$ cat src/sv/pxp_pkg.sv
// pxp_pkg: shared types and constants for the pixel to display format packer
// no dependencies

package pxp_pkg;

    localparam int PIXEL_W   = 24;
    localparam int BYTE_W    = 8;
    localparam int CFG_IDX_W = 2;
    localparam int Q_DEPTH   = 4;
    localparam int Q_PTR_W   = 2;
    localparam int Q_CNT_W   = 3;

    typedef enum logic [CFG_IDX_W-1:0] {
        REG_PIXEL_FORMAT   = 2'd0,
        REG_PICTURE_WIDTH  = 2'd1,
        REG_PICTURE_HEIGHT = 2'd2,
        REG_UNUSED         = 2'd3
    } reg_index_t;

    typedef enum logic [2:0] {
        FMT_MONO_BLACK = 3'd0,
        FMT_MONO_SET   = 3'd1,
        FMT_MONO_PACK  = 3'd2,
        FMT_CODE4      = 3'd3,
        FMT_RGB565     = 3'd4,
        FMT_BAD5       = 3'd5,
        FMT_BAD6       = 3'd6,
        FMT_BAD7       = 3'd7
    } pixel_format_t;

    // one queue entry: the words caused by one pixel
    typedef struct packed {
        logic              two_words;
        logic [BYTE_W-1:0] byte0;
        logic [BYTE_W-1:0] byte1;
        logic              done;
        logic              status;
    } job_t;

    typedef struct packed {
        logic push;
        logic pop;
        logic full;
        logic empty;
    } q_ctrl_t;

endpackage

$ cat src/sv/pxp_front.sv
// pxp_front: config registers, raster counters and byte accumulator
// classifies each pixel and emits one job per pixel that yields words; uses pxp_pkg

module pxp_front #(
    parameter int DIM_BITS = 12
) (
    input  logic                            clk,
    input  logic                            rst_n,
    input  logic                            cfg_wr_en,
    input  logic [pxp_pkg::CFG_IDX_W-1:0]   cfg_addr,
    input  logic [DIM_BITS-1:0]             cfg_wdata,
    input  logic                            pix_valid,
    output logic                            pix_ready,
    input  logic [pxp_pkg::PIXEL_W-1:0]     pix_rgb,
    input  logic                            q_full,
    output logic                            q_push,
    output pxp_pkg::job_t                   q_job
);

    pxp_pkg::pixel_format_t       fmt_reg;
    logic [DIM_BITS-1:0]          width_reg;
    logic [DIM_BITS-1:0]          height_reg;
    logic [pxp_pkg::BYTE_W-1:0]   acc_reg, acc_next;
    logic [2:0]                   bitpos_reg, bitpos_next;
    logic [DIM_BITS-1:0]          col_reg, col_next;
    logic [DIM_BITS-1:0]          row_reg, row_next;

    logic                         last_col;
    logic                         last_pic;
    logic                         pix_zero;
    logic                         set_bit;
    logic [pxp_pkg::BYTE_W-1:0]   acc_or;
    logic [2:0]                   bitpos_inc;
    logic [2:0]                   code;
    logic                         emit;
    pxp_pkg::job_t                job;
    logic                         accept;
    logic                         cfg_hit;

    assign pix_ready = !q_full;
    assign accept    = pix_valid && !q_full;
    assign cfg_hit   = cfg_wr_en && (cfg_addr != pxp_pkg::REG_UNUSED);

    assign last_col = (col_reg == (width_reg - DIM_BITS'(1)));
    assign last_pic = last_col && (row_reg == (height_reg - DIM_BITS'(1)));
    assign pix_zero = (pix_rgb == '0);
    assign code     = {(pix_rgb[23:16] != '0), (pix_rgb[15:8] != '0), (pix_rgb[7:0] != '0)};

    always_comb
    begin
        set_bit     = (fmt_reg == pxp_pkg::FMT_MONO_BLACK) ? pix_zero : !pix_zero;
        bitpos_inc  = bitpos_reg + 3'd1;
        acc_or      = acc_reg;
        acc_next    = '0;
        bitpos_next = '0;
        emit        = 1'b1;
        job         = '0;
        job.done    = last_pic;
        unique case (fmt_reg)
            pxp_pkg::FMT_MONO_BLACK, pxp_pkg::FMT_MONO_SET, pxp_pkg::FMT_MONO_PACK:
            begin
                if (set_bit)
                begin
                    acc_or = acc_reg | (8'h80 >> bitpos_reg);
                end
                emit = (bitpos_inc == 3'd0) || last_pic
                       || (last_col && (fmt_reg != pxp_pkg::FMT_MONO_PACK));
                if (!emit)
                begin
                    acc_next    = acc_or;
                    bitpos_next = bitpos_inc;
                end
                job.byte0 = acc_or;
            end
            pxp_pkg::FMT_CODE4:
            begin
                acc_or = acc_reg | (bitpos_reg[2] ? {1'b0, code, 4'h0} : {5'h00, code});
                emit   = bitpos_reg[2] || last_pic;
                if (!emit)
                begin
                    acc_next    = acc_or;
                    bitpos_next = 3'd4;
                end
                job.byte0 = acc_or;
            end
            pxp_pkg::FMT_RGB565:
            begin
                job.two_words = 1'b1;
                job.byte0     = {pix_rgb[23:19], pix_rgb[15:13]};
                job.byte1     = {pix_rgb[12:10], pix_rgb[7:3]};
            end
            default:
            begin
                job.status = 1'b1;
                job.done   = 1'b0;
            end
        endcase

        if (last_col)
        begin
            col_next = '0;
            row_next = last_pic ? '0 : row_reg + DIM_BITS'(1);
        end
        else
        begin
            col_next = col_reg + DIM_BITS'(1);
            row_next = row_reg;
        end
    end

    assign q_push = accept && emit;
    assign q_job  = job;

    always_ff @(posedge clk or negedge rst_n)
    begin
        if (!rst_n)
        begin
            fmt_reg    <= pxp_pkg::FMT_MONO_BLACK;
            width_reg  <= DIM_BITS'(128);
            height_reg <= DIM_BITS'(64);
            acc_reg    <= '0;
            bitpos_reg <= '0;
            col_reg    <= '0;
            row_reg    <= '0;
        end
        else if (cfg_hit)
        begin
            unique case (cfg_addr)
                pxp_pkg::REG_PIXEL_FORMAT:   fmt_reg    <= pxp_pkg::pixel_format_t'(cfg_wdata[2:0]);
                pxp_pkg::REG_PICTURE_WIDTH:  width_reg  <= cfg_wdata;
                pxp_pkg::REG_PICTURE_HEIGHT: height_reg <= cfg_wdata;
                default:                     fmt_reg    <= fmt_reg;
            endcase
            acc_reg    <= '0;
            bitpos_reg <= '0;
            col_reg    <= '0;
            row_reg    <= '0;
        end
        else if (accept)
        begin
            acc_reg    <= acc_next;
            bitpos_reg <= bitpos_next;
            col_reg    <= col_next;
            row_reg    <= row_next;
        end
    end

endmodule

$ cat src/sv/pxp_queue.sv
// pxp_queue: short job queue between front and back
// register based, one push and one pop per cycle; uses pxp_pkg

module pxp_queue (
    input  logic              clk,
    input  logic              rst_n,
    input  logic              push,
    input  pxp_pkg::job_t     push_job,
    input  logic              pop,
    output pxp_pkg::job_t     head_job,
    output pxp_pkg::q_ctrl_t  ctrl
);

    pxp_pkg::job_t                 entry_reg [pxp_pkg::Q_DEPTH];
    logic [pxp_pkg::Q_PTR_W-1:0]   wr_ptr_reg;
    logic [pxp_pkg::Q_PTR_W-1:0]   rd_ptr_reg;
    logic [pxp_pkg::Q_CNT_W-1:0]   count_reg, count_next;

    assign ctrl.push  = push;
    assign ctrl.pop   = pop;
    assign ctrl.full  = (count_reg == pxp_pkg::Q_CNT_W'(pxp_pkg::Q_DEPTH));
    assign ctrl.empty = (count_reg == '0);
    assign head_job   = entry_reg[rd_ptr_reg];

    always_comb
    begin
        count_next = count_reg;
        if (push && !pop)
        begin
            count_next = count_reg + pxp_pkg::Q_CNT_W'(1);
        end
        else if (pop && !push)
        begin
            count_next = count_reg - pxp_pkg::Q_CNT_W'(1);
        end
    end

    always_ff @(posedge clk)
    begin
        if (push)
        begin
            entry_reg[wr_ptr_reg] <= push_job;
        end
    end

    always_ff @(posedge clk or negedge rst_n)
    begin
        if (!rst_n)
        begin
            wr_ptr_reg <= '0;
            rd_ptr_reg <= '0;
            count_reg  <= '0;
        end
        else
        begin
            if (push)
            begin
                wr_ptr_reg <= wr_ptr_reg + pxp_pkg::Q_PTR_W'(1);
            end
            if (pop)
            begin
                rd_ptr_reg <= rd_ptr_reg + pxp_pkg::Q_PTR_W'(1);
            end
            count_reg <= count_next;
        end
    end

    a_no_overflow: assert property (@(posedge clk) disable iff (!rst_n)
        push |-> !ctrl.full)
        else $error("queue push while full");

    a_no_underflow: assert property (@(posedge clk) disable iff (!rst_n)
        pop |-> !ctrl.empty)
        else $error("queue pop while empty");

    a_ptr_count: assert property (@(posedge clk) disable iff (!rst_n)
        (wr_ptr_reg - rd_ptr_reg) == count_reg[pxp_pkg::Q_PTR_W-1:0])
        else $error("queue pointers disagree with count");

endmodule

$ cat src/sv/pxp_back.sv
// pxp_back: output register that turns jobs into output words
// rgb565 jobs give two output words, all others one; uses pxp_pkg

module pxp_back (
    input  logic                         clk,
    input  logic                         rst_n,
    input  pxp_pkg::job_t                head_job,
    input  logic                         q_empty,
    output logic                         q_pop,
    output logic                         m_tvalid,
    input  logic                         m_tready,
    output logic [pxp_pkg::BYTE_W-1:0]   m_tdata,
    output logic                         m_tlast,
    output logic                         m_tuser
);

    pxp_pkg::job_t  job_reg;
    logic           valid_reg;
    logic           phase_reg;
    logic           last_word;
    logic           out_done;

    assign last_word = !job_reg.two_words || phase_reg;
    assign q_pop     = !q_empty && (!valid_reg || (m_tready && last_word));
    assign out_done  = job_reg.done && last_word;

    assign m_tvalid = valid_reg;
    assign m_tdata  = phase_reg ? job_reg.byte1 : job_reg.byte0;
    assign m_tlast  = out_done;
    assign m_tuser  = job_reg.status;

    always_ff @(posedge clk)
    begin
        if (q_pop)
        begin
            job_reg <= head_job;
        end
    end

    always_ff @(posedge clk or negedge rst_n)
    begin
        if (!rst_n)
        begin
            valid_reg <= 1'b0;
            phase_reg <= 1'b0;
        end
        else if (q_pop)
        begin
            valid_reg <= 1'b1;
            phase_reg <= 1'b0;
        end
        else if (valid_reg && m_tready)
        begin
            valid_reg <= !last_word;
            phase_reg <= !last_word;
        end
    end

    a_error_word_clean: assert property (@(posedge clk) disable iff (!rst_n)
        (m_tvalid && m_tuser) |-> (m_tdata == '0 && !m_tlast))
        else $error("error word carries data");

    a_second_word_after_first: assert property (@(posedge clk) disable iff (!rst_n)
        (m_tvalid && m_tready && job_reg.two_words && !phase_reg) |=> (m_tvalid && phase_reg))
        else $error("second rgb565 word missing");

endmodule

$ cat src/sv/pixel_to_display_format_packer.sv
// pixel_to_display_format_packer: top level, 24-bit rgb pixels in, packed display bytes out
// a completed word is registered in a queue entry, then in the output register
// throughput: one pixel per cycle while the queue has room; rgb565 paced by the word port
// a four-entry job queue lets input and output stall independently
// reset: asynchronous, active low; format 0, width 128, height 64, counters and queue clear
// depends on pxp_pkg, pxp_front, pxp_queue, pxp_back

module pixel_to_display_format_packer #(
    parameter int DIM_BITS = 12
) (
    input  logic                            clk,
    input  logic                            rst_n,
    input  logic                            cfg_wr_en,
    input  logic [pxp_pkg::CFG_IDX_W-1:0]   cfg_addr,
    input  logic [DIM_BITS-1:0]             cfg_wdata,
    input  logic                            s_tvalid,
    output logic                            s_tready,
    input  logic [pxp_pkg::PIXEL_W-1:0]     s_tdata,   // pixel_rgb
    output logic                            m_tvalid,
    input  logic                            m_tready,
    output logic [pxp_pkg::BYTE_W-1:0]      m_tdata,   // out_byte
    output logic                            m_tlast,   // picture_done
    output logic                            m_tuser    // status
);

    pxp_pkg::job_t     push_job;
    pxp_pkg::job_t     head_job;
    pxp_pkg::q_ctrl_t  q_ctrl;
    logic              q_push;
    logic              q_pop;

    pxp_front #(
        .DIM_BITS (DIM_BITS)
    ) u_front (
        .clk       (clk),
        .rst_n     (rst_n),
        .cfg_wr_en (cfg_wr_en),
        .cfg_addr  (cfg_addr),
        .cfg_wdata (cfg_wdata),
        .pix_valid (s_tvalid),
        .pix_ready (s_tready),
        .pix_rgb   (s_tdata),
        .q_full    (q_ctrl.full),
        .q_push    (q_push),
        .q_job     (push_job)
    );

    pxp_queue u_queue (
        .clk      (clk),
        .rst_n    (rst_n),
        .push     (q_push),
        .push_job (push_job),
        .pop      (q_pop),
        .head_job (head_job),
        .ctrl     (q_ctrl)
    );

    pxp_back u_back (
        .clk      (clk),
        .rst_n    (rst_n),
        .head_job (head_job),
        .q_empty  (q_ctrl.empty),
        .q_pop    (q_pop),
        .m_tvalid (m_tvalid),
        .m_tready (m_tready),
        .m_tdata  (m_tdata),
        .m_tlast  (m_tlast),
        .m_tuser  (m_tuser)
    );

endmodule
$ cat config.mk
export PLATFORM = sky130hd
export DESIGN_NAME = pixel_to_display_format_packer
export DESIGN_NICKNAME = d
export VERILOG_FILES = /design/src/sv/pxp_pkg.sv /design/src/sv/pxp_front.sv /design/src/sv/pxp_queue.sv /design/src/sv/pxp_back.sv /design/src/sv/pixel_to_display_format_packer.sv
export SDC_FILE = /design/constraint.sdc
export NUM_CORES = 1
export LEC_CHECK = 0
export BUFFER_PORTS_ARGS = -buffer_cell sky130_fd_sc_hd__buf_2
export CAP_MARGIN = 30
export CORE_UTILIZATION = 43
export CTS_CLUSTER_DIAMETER = 60
export DETAILED_ROUTE_END_ITERATION = 8
export SETUP_SLACK_MARGIN = 0.1
export SLEW_MARGIN = 20
export SYNTH_ARGS = -nofsm -noshare
export SYNTH_HDL_FRONTEND = slang
export SYNTH_HIERARCHICAL = 1
export SYNTH_SLANG_ARGS = --single-unit
$ cat constraint.sdc
create_clock -name clk -period 4.3 [get_ports clk]
set_input_delay 0.86 -clock clk [delete_from_list [all_inputs] [get_ports clk]]
set_output_delay 0.86 -clock clk [all_outputs]
set_load 0.005 [all_outputs]
# After elaboration in Yosys (flattened, before gate mapping)
# Memories as Yosys holds them, arrays and structs flattened. A register that Yosys moved wholly into a read port is not among the register bits.
# Index checks and enable logic that the tools add are counted.
[totals]
register_bits = 71
word_cells = 111
ramBits = 76
mem_count = 1
inputBits = 43
output_inout_bits = 12
[memory_table]
columns = ["memory", "depth", "width", "rd", "rd_ports_with_merged_regs", "wr", "line", "source"]
rows = [
  ["u_queue.entry_reg", 4, 19, 1, 1, 1, "pxp_queue.sv:14", "pxp_pkg::job_t entry_reg [pxp_pkg::Q_DEPTH];"],
]
[classes]
mux = 33
n_shift = 1
bitwise_logic = 2
reduce_logical = 42
eq_ne = 11
n_addsub = 9
[op_table]
columns = ["op", "count"]
rows = [
  ["$mux W12", 7],
  ["$mux W8", 7],
  ["$add A12 B1 Y12 const B", 2],
  ["$eq A12 B12 Y1", 2],
  ["$logic_not A24 Y1", 1],
  ["$pmux W8 S3", 1],
  ["$reduce_bool A8 Y1", 3],
  ["$sub A12 B1 Y12 const B", 2],
  ["$mux W3", 6],
  ["$or A8 B8 Y8", 2],
  ["$pmux W8 S2", 1],
  ["$logic_and A1 B1 Y1", 11],
  ["$logic_not A3 Y1", 3],
  ["$logic_not A1 Y1", 8],
  ["$reduce_and A2 Y1", 4],
  ["$reduce_bool A2 Y1", 4],
  ["$shr A8 B3 Y8 const A", 1],
  ["$mux W1", 7],
  ["$mux W7", 1],
  ["$add A3 B1 Y3 const B", 2],
  ["$eq A3 B2 Y1 const B", 2],
  ["$eq A3 B3 Y1 const B", 2],
  ["$pmux W3 S2", 1],
  ["$logic_or A1 B1 Y1", 5],
  ["other kinds (12)", 13],
]

# Logic depth before layout (Yosys ltp)
# Gate-level depths: netlist (run 1).
[logic_depth]
depth_word = 11
depth_mapped = 17
ltp_nobuf = 15

# Cells and area by module
# Netlist (run 1), hierarchy kept.
[modules_own_cells]
columns = ["module", "seq_area_each_um2", "area_per_inst_um2", "cells_per_inst", "instances"]
rows = [
  ["pxp_front", 1554.0, 4423.0, 498, 1],
  ["pxp_queue", 2457.4, 3151.8, 135, 1],
  ["pxp_back", 620.6, 780.7, 38, 1],
]

# Least setup slack after synthesis (run 1)
# OpenSTA, ideal clock, no wires.
[synth_path]
kind = "reg2reg"
from = "register u_front.height_reg[0]"
to = "register u_queue/count_reg[2] in the netlist's numbering"
setup_slack_ns = 0.511
t_arrival_ns = 3.709
setup_time_ns = 0.079
synth_period_minus_slack_ns = 3.789
path_buffers = 1
stages_incl_launch_ff = 17
t_required_ns = 4.221
cell_sequence = "dfrtp_1 inv_1 ha_1 or4b_1 buf_2 o21a_1 or3_1 a22oi_1 a21oi_1 nor2_1 o31a_1 ha_1 inv_1 fa_1 xor2_1 nor2_1 xor2_1"
[synth_via]
elab_chain_cells = 10
elab_cells_between_ends = 13
cone_classes = "1 x add/sub; 1 x eq/ne; 2 x mux; 9 x reduce/logical"
[synth_rtl]
columns = ["element", "line", "source"]
rows = [
  ["start, declared", "pxp_front.sv:22", "logic [DIM_BITS-1:0] height_reg;"],
  ["start signal, assigned", "pxp_front.sv:131", "pxp_pkg::REG_PICTURE_HEIGHT: height_reg <= cfg_wdata;"],
  ["$sub A12 B1 Y12 (*)", "pxp_front.sv:45", "assign last_pic = last_col && (row_reg == (height_reg - DIM_BITS'(1)));"],
  ["$eq A12 B12 Y1 (*)", "pxp_front.sv:45", ""],
  ["$logic_and A1 B1 Y1 (*)", "pxp_front.sv:45", ""],
  ["$logic_or A1 B1 Y1", "pxp_front.sv:66", "emit = (bitpos_inc == 3'd0) || last_pic"],
  ["$logic_or A1 B1 Y1", "pxp_front.sv:67", "|| (last_col && (fmt_reg != pxp_pkg::FMT_MONO_PACK));"],
  ["$pmux W1 S2 (*)", "pxp_front.sv:59", "unique case (fmt_reg)"],
  ["$logic_and A1 B1 Y1 (*)", "pxp_front.sv:111", "assign q_push = accept && emit;"],
  ["net q_push", "pixel_to_display_format_packer.sv:29", "logic q_push;"],
  ["$logic_not A1 Y1", "pxp_queue.sv:32", "else if (pop && !push)"],
  ["$logic_and A1 B1 Y1", "pxp_queue.sv:32", ""],
  ["$reduce_bool A2 Y1 (no source line)", "-", ""],
  ["end signal, assigned", "pxp_queue.sv:64", "count_reg <= count_next;"],
  ["end, declared", "pxp_queue.sv:17", "logic [pxp_pkg::Q_CNT_W-1:0] count_reg, count_next;"],
]
# Mark *: on every way through the listed nets, which the timed path passes. The rest lies on a longest branch.
# A chain may end at the register's enable or synchronous reset.

# Worst setup path after layout (run 1)
# Ends and elaborated chain as after synthesis.

==> run metrics, run 1 <==
die width 141 µm; detailed-route DRC error count 0; clock latency on the worst-skew pair 440 ps; status finished clean; global route hottest layer met2; CTS root buffer clkbuf_16; CTS Buffer Depth 2; max reg flops 76; final wirelength 18200 µm; DP Wirelength 13000 µm; first-pass GRT wire length 29200 µm; Inst Count DP 966; GRT met2 Usage 33.1%; antenna violations before repair 0; core area 18800 µm²; Setup Skew 16.5 ps; Worst VDD drop 0.333 mV; post-route cell area 9570 µm²; f_max 0.258 GHz; critical path launch point type flop; Fill cells 1650; crit end category flop; maxcap violations 0; ANT cells 0; CTS Hold Buffers Added 0; Mapped Cells 669; count of final setup violators 0; Avg Inst Size Synth 12.5 µm²; Final GP Congestion 0.912; setup repair after global routing missed its margin false; CTS buffer count 17; Die Area 20000 µm²; Worst R2R Setup Slack 430 ps; Slew headroom 35.3%; number of H-tree levels 4; Via Count 5725; CP peak stage delay 520 ps; Routed WL per cell 18.2 µm; GRT met3 Usage 3.21%; Slowest-stage cell, CP or4b_4; placed cell area 8880 µm²; Clock transition at path regs 80 ps; critical-path cell list inv_1 -> ha_1 -> or4b_4 -> o21a_1 -> or3_1 -> a22oi_1 -> a21oi_2 -> nor2_1 -> o31a_1 -> ha_1 -> inv_1 -> fa_1 -> xor2_1 -> nor2_1 -> xor2_1; fin crit share 90.0%; post-route ant nets 0; CTS tree built; fin nets 788; Core Util, Final 50.8%; DIE HEIGHT 141 µm; I/O pin total 55; # rows 50; critical path arrival 4230 ps; all-layer global routing usage 19.2%; vias in the first global route 5648; largest net degree at the start of global routing 72; CP startpoint u_front/height_reg[0]$_DFFE_PN0P_; Final Hold Viols 0; RR Startpoint u_front/height_reg[0]$_DFFE_PN0P_; Slew @ Worst Pin 970 ps; share of cells above drive strength 1 23.8%; Starting DRT DRC Count 290; yosys warns 6; Area Growth Syn to Fin 14.7%; DR vias/cell 5.72; Worst Hold Class in -> async; Fin Setup TNS 0 ps; Tmin final 3870 ps; syn_nets 729; Power Dens Cells 540 nW/µm²; total gr overflow 0; Worst R2R Path Depth 15; LEAKAGE 3.60 nW; final cell count without fillers 1001; Multi-input gate area 3480 µm²; Crit Path Category reg -> reg; drt pass-1 iters 5; fin. max-slew vios 0; Post-Syn Area 8340 µm²; IO Port Bufs 54; Register Area 4630 µm²; Starting Density 44.3%; Worst Path Required 4660 ps; clock sink count 166; total power 0.00517 W; crit-path max FO 6; capturing point of the worst reg2reg path u_queue/count_reg[2]$_DFFE_PN0P_; met1 Track Usage GR 23.1%
==> timing repair <==
action | CTS | global route
buffers inserted | 0 | 2
endpoints found under the setup margin | 0 | 2
resized for setup | 0 | 3
==> worst max path at each step <==
stage | to | slack, ps | cells past startpoint
floorplan | u_queue/count_reg[2]$_DFFE_PN0P_ | 540 | 16
global placement | u_queue/count_reg[2]$_DFFE_PN0P_ | 420 | 15
detailed placement | u_queue/count_reg[2]$_DFFE_PN0P_ | 290 | 15
CTS | u_queue/count_reg[2]$_DFFE_PN0P_ | 230 | 15
global route | u_queue/count_reg[2]$_DFFE_PN0P_ | 120 | 15
finish | u_queue/count_reg[2]$_DFFE_PN0P_ | 430 | 15
==> per-layer routing <==
layer	share of wire [%]	routed length (µm)
met5	0	0
met4	2.7	497
met3	3.7	674
met2	50	9110
met1	44	7930
==> stage by stage <==
stage / hold slack (ps) / setup slack (ps)
floorplan: 456 / 535
global placement: 475 / 420
detailed placement: 496 / 286
CTS: 506 / 234
global route: 329 / 115
finish: 312 / 429
==> placed cells by master, fill, tap and decap left out, types with 3 or more instances in the layout <==
cell type,instances
inv_6,3
or2_2,4
clkinv_8,6
inv_8,3
ha_1,16
or3_1,5
nand3_1,7
buf_2,53
nand4_1,20
buf_4,13
a22oi_1,5
nor3b_1,4
o21a_1,3
xor2_1,25
and3_1,14
a31oi_1,8
nor4_1,14
a211oi_1,5
xnor2_1,19
mux2_2,33
a22o_1,3
o21ai_0,20
nor3_1,16
a21oi_1,23
o311ai_1,5
mux4_2,18
nand2_1,47
inv_1,27
inv_12,3
o211ai_1,14
clkbuf_16,17
and2_1,12
nor2_1,29
dfrtp_1,69
o21ai_1,8
edfxtp_1,95
nand2b_1,3
nor2b_1,5
o22ai_1,13
==> report_power, final <==
| group | internal, W | switching (W) |
|---|---|---|
| sequential | 0.00206 | 0.000269 |
| combinational | 0.000617 | 0.000655 |
| clock | 0.000807 | 0.000759 |
| total | 0.00349 | 0.00168 |
==> final cells by class <==
class	instances	area share [%]
Clock buffer	17	4.45
Tap cell	260	3.40
Multi-Input combinational cell	448	36.4
Sequential cell	166	48.4
Timing Repair Buffer	67	4.08
Clock inverter	15	2.16
Inverter	28	1.10
==> worst max-delay path, delay by kind of cell, from the launching register on <==
kind / cells / cell delay, ps
simple gates: 4 / 1180
compound gates: 4 / 940
fa+ha+maj: 3 / 780
flops: 1 / 430
xor+xnor: 2 / 320
buf+inv: 2 / 140
No activity file was read; power rests on OpenSTA's default activity.
==> run 2, diff against run 1 <==
--- a/config.mk
+++ b/config.mk
@@ -7,9 +7,10 @@
 export LEC_CHECK = 0
 export BUFFER_PORTS_ARGS = -buffer_cell sky130_fd_sc_hd__buf_2
 export CAP_MARGIN = 30
-export CORE_UTILIZATION = 43
+export CORE_UTILIZATION = 60
 export CTS_CLUSTER_DIAMETER = 60
 export DETAILED_ROUTE_END_ITERATION = 8
+export PLACE_DENSITY = 0.79
 export SETUP_SLACK_MARGIN = 0.1
 export SLEW_MARGIN = 20
 export SYNTH_ARGS = -nofsm -noshare
==> run 2 against run 1 <==
Setup slack got worse by 72 ps. First-iteration DRC count rose by 67%. Die area fell by 28%. Clock skew fell by 8.6 ps.
==> run metrics, run 2 (synthesis results as in run 1) <==
status finished clean (unchanged); total power 0.00527 W (was 0.00517 W); DR vias/cell 6.40 (was 5.72); # rows 42 (was 50); Sequential Power Share 44.5% (was 45.1%); f_max 0.254 GHz (was 0.258 GHz); fin nets 788 (unchanged); fin crit share 91.7% (was 90.0%); post-route ant nets 0 (unchanged); WP buf/inv 2 (unchanged); Worst Path Required 4650 ps (was 4660 ps); Die Area 14400 µm² (was 20000 µm²); Area Growth Syn to Fin 13.3% (was 14.7%); Power Dens Cells 558 nW/µm² (was 540 nW/µm²); all-layer global routing usage 28.0% (was 19.2%); DIE HEIGHT 120 µm (was 141 µm); maxcap violations 0 (unchanged); final wirelength 19100 µm (was 18200 µm); Crit Path Category reg -> reg (unchanged); Starting DRT DRC Count 484 (was 290); Worst VDD drop 0.254 mV (was 0.333 mV); Routed WL per cell 20.8 µm (was 18.2 µm); Via Count 5865 (was 5725); fin. max-slew vios 0 (unchanged); Final Hold Viols 0 (unchanged); Slew @ Worst Pin 978 ps (was 970 ps); Register Area 4630 µm² (unchanged); setup repair after global routing missed its margin false (unchanged); detailed-route DRC error count 0 (unchanged); first-pass GRT wire length 30300 µm (was 29200 µm); CTS root buffer clkbuf_16 (unchanged); vias in the first global route 5772 (was 5648); CTS Buffer Depth 2 (unchanged); antenna violations before repair 0 (unchanged); sw power 0.00161 W (was 0.00168 W); Starting Density 62.2% (was 44.3%); Hold WS 264 ps (was 312 ps); post-route cell area 9450 µm² (was 9570 µm²); Fin Setup TNS 0 ps (unchanged); Setup Skew 7.90 ps (was 16.5 ps); DP Wirelength 13300 µm (was 13000 µm); clock sink count 166 (unchanged); Tmin final 3940 ps (was 3870 ps); Slowest-stage cell, CP or4b_1 (was or4b_4); critical-path cell list inv_1 -> ha_1 -> or4b_1 -> o21a_1 -> or3_1 -> a22oi_2 -> a21oi_2 -> nor2_1 -> o31a_1 -> ha_1 -> inv_1 -> fa_1 -> xor2_1 -> nor2_1 -> xor2_1 (was inv_1 -> ha_1 -> or4b_4 -> o21a_1 -> or3_1 -> a22oi_1 -> a21oi_2 -> nor2_1 -> o31a_1 -> ha_1 -> inv_1 -> fa_1 -> xor2_1 -> nor2_1 -> xor2_1); CTS buffer count 17 (unchanged); largest net degree at the start of global routing 40 (was 72); die width 120 µm (was 141 µm); count of final setup violators 0 (unchanged); Clock transition at path regs 70 ps (was 80 ps); share of cells above drive strength 1 23.5% (was 23.8%); number of H-tree levels 4 (unchanged); most common cell after layout, fill and taps aside edfxtp_1 (unchanged); Multi-input gate area 3490 µm² (was 3480 µm²); CP peak stage delay 550 ps (was 520 ps); drt pass-1 iters 5 (unchanged); Clock power frac 30.8% (was 30.3%); critical path launch point type flop (unchanged); max reg flops 76 (unchanged); Final GP Congestion 0.911 (was 0.912); Slew headroom 34.8% (was 35.3%); critical path arrival 4300 ps (was 4230 ps); CP top delay family simple AND/OR/NAND/NOR gates (unchanged); core area 13400 µm² (was 18800 µm²); I/O pin total 55 (unchanged); IO Port Bufs 54 (unchanged); Power Internal 0.00366 W (was 0.00349 W); Worst Hold Class in -> async (unchanged); crit-path max FO 8 (was 6); most frequent cells in the layout edfxtp_1, dfrtp_1, buf_2 (unchanged); placed cell area 8780 µm² (was 8880 µm²); CTS tree built (unchanged); LEAKAGE 3.59 nW (was 3.60 nW); ANT cells 0 (unchanged); crit end category flop (unchanged); total gr overflow 0 (unchanged); Fill cells 921 (was 1650); clock latency on the worst-skew pair 430 ps (was 440 ps); Sw Share 30.5% (was 32.6%); CTS Hold Buffers Added 0 (unchanged); combinational share of power 24.6% (about the same)
[run 2: area by class of cell]
type | count | area share [%]
Timing Repair Buffer | 67 | 4.03
Clock buffer | 19 | 4.58
Tap cell | 176 | 2.33
Sequential cell | 166 | 49.0
Inverter | 28 | 1.11
Clock inverter | 13 | 2.04
Multi-Input combinational cell | 448 | 36.9
[run 2: path summary, 6_finish.rpt]
path	start	to	slack, ps	cells past startpoint
worst min-delay path	rst_n	u_front/height_reg[0]$_DFFE_PN0P_	260	1
worst max register to register	u_front/height_reg[0]$_DFFE_PN0P_	u_queue/count_reg[2]$_DFFE_PN0P_	360	15
worst max-delay path	u_front/height_reg[0]$_DFFE_PN0P_	u_queue/count_reg[2]$_DFFE_PN0P_	360	15
min in group clk	u_queue/count_reg[2]$_DFFE_PN0P_	u_queue/count_reg[2]$_DFFE_PN0P_	490	1
worst min register to register	u_queue/count_reg[2]$_DFFE_PN0P_	u_queue/count_reg[2]$_DFFE_PN0P_	490	1
max in group asynchronous	rst_n	u_front/bitpos_reg[1]$_DFFE_PN0P_	3350	2
[run 2: what timing repair did]
item,4_1_cts,5_1_grt
hold endpoints to repair,0,0
endpoints found under the setup margin,0,2
setup buffers,0,1
gates resized for setup,0,2
[run 2: through the flow]
step	setup slack, ps	cells	utilization (%)
floorplan	535	669	-
global placement	474	882	65.5
detailed placement	370	882	65.5
CTS	293	914	70.2
global route	140	917	70.5
finish	357	917	70.5
[run 2: power by group through the flow]
stage	logic [W]	clock network (W)	registers, W
floorplan	0.00101	0	0.00223
global placement	0.00122	0	0.00234
detailed placement	0.00127	0	0.00237
CTS	0.00130	0.00165	0.00235
global route	0.00141	0.00171	0.00238
finish	0.00130	0.00162	0.00235
[run 2: layer usage]
layer | up-vias | GRT usage, % | wire [µm] | share of wire, %
li1 | 2674 | - | - | -
met1 | 2897 | 33.3 | 7350 | 38
met2 | 263 | 50.5 | 10400 | 54
met3 | 31 | 5.13 | 1060 | 5.5
met4 | 0 | 9.84 | 294 | 1.5
met5 | - | 0 | 0 | 0
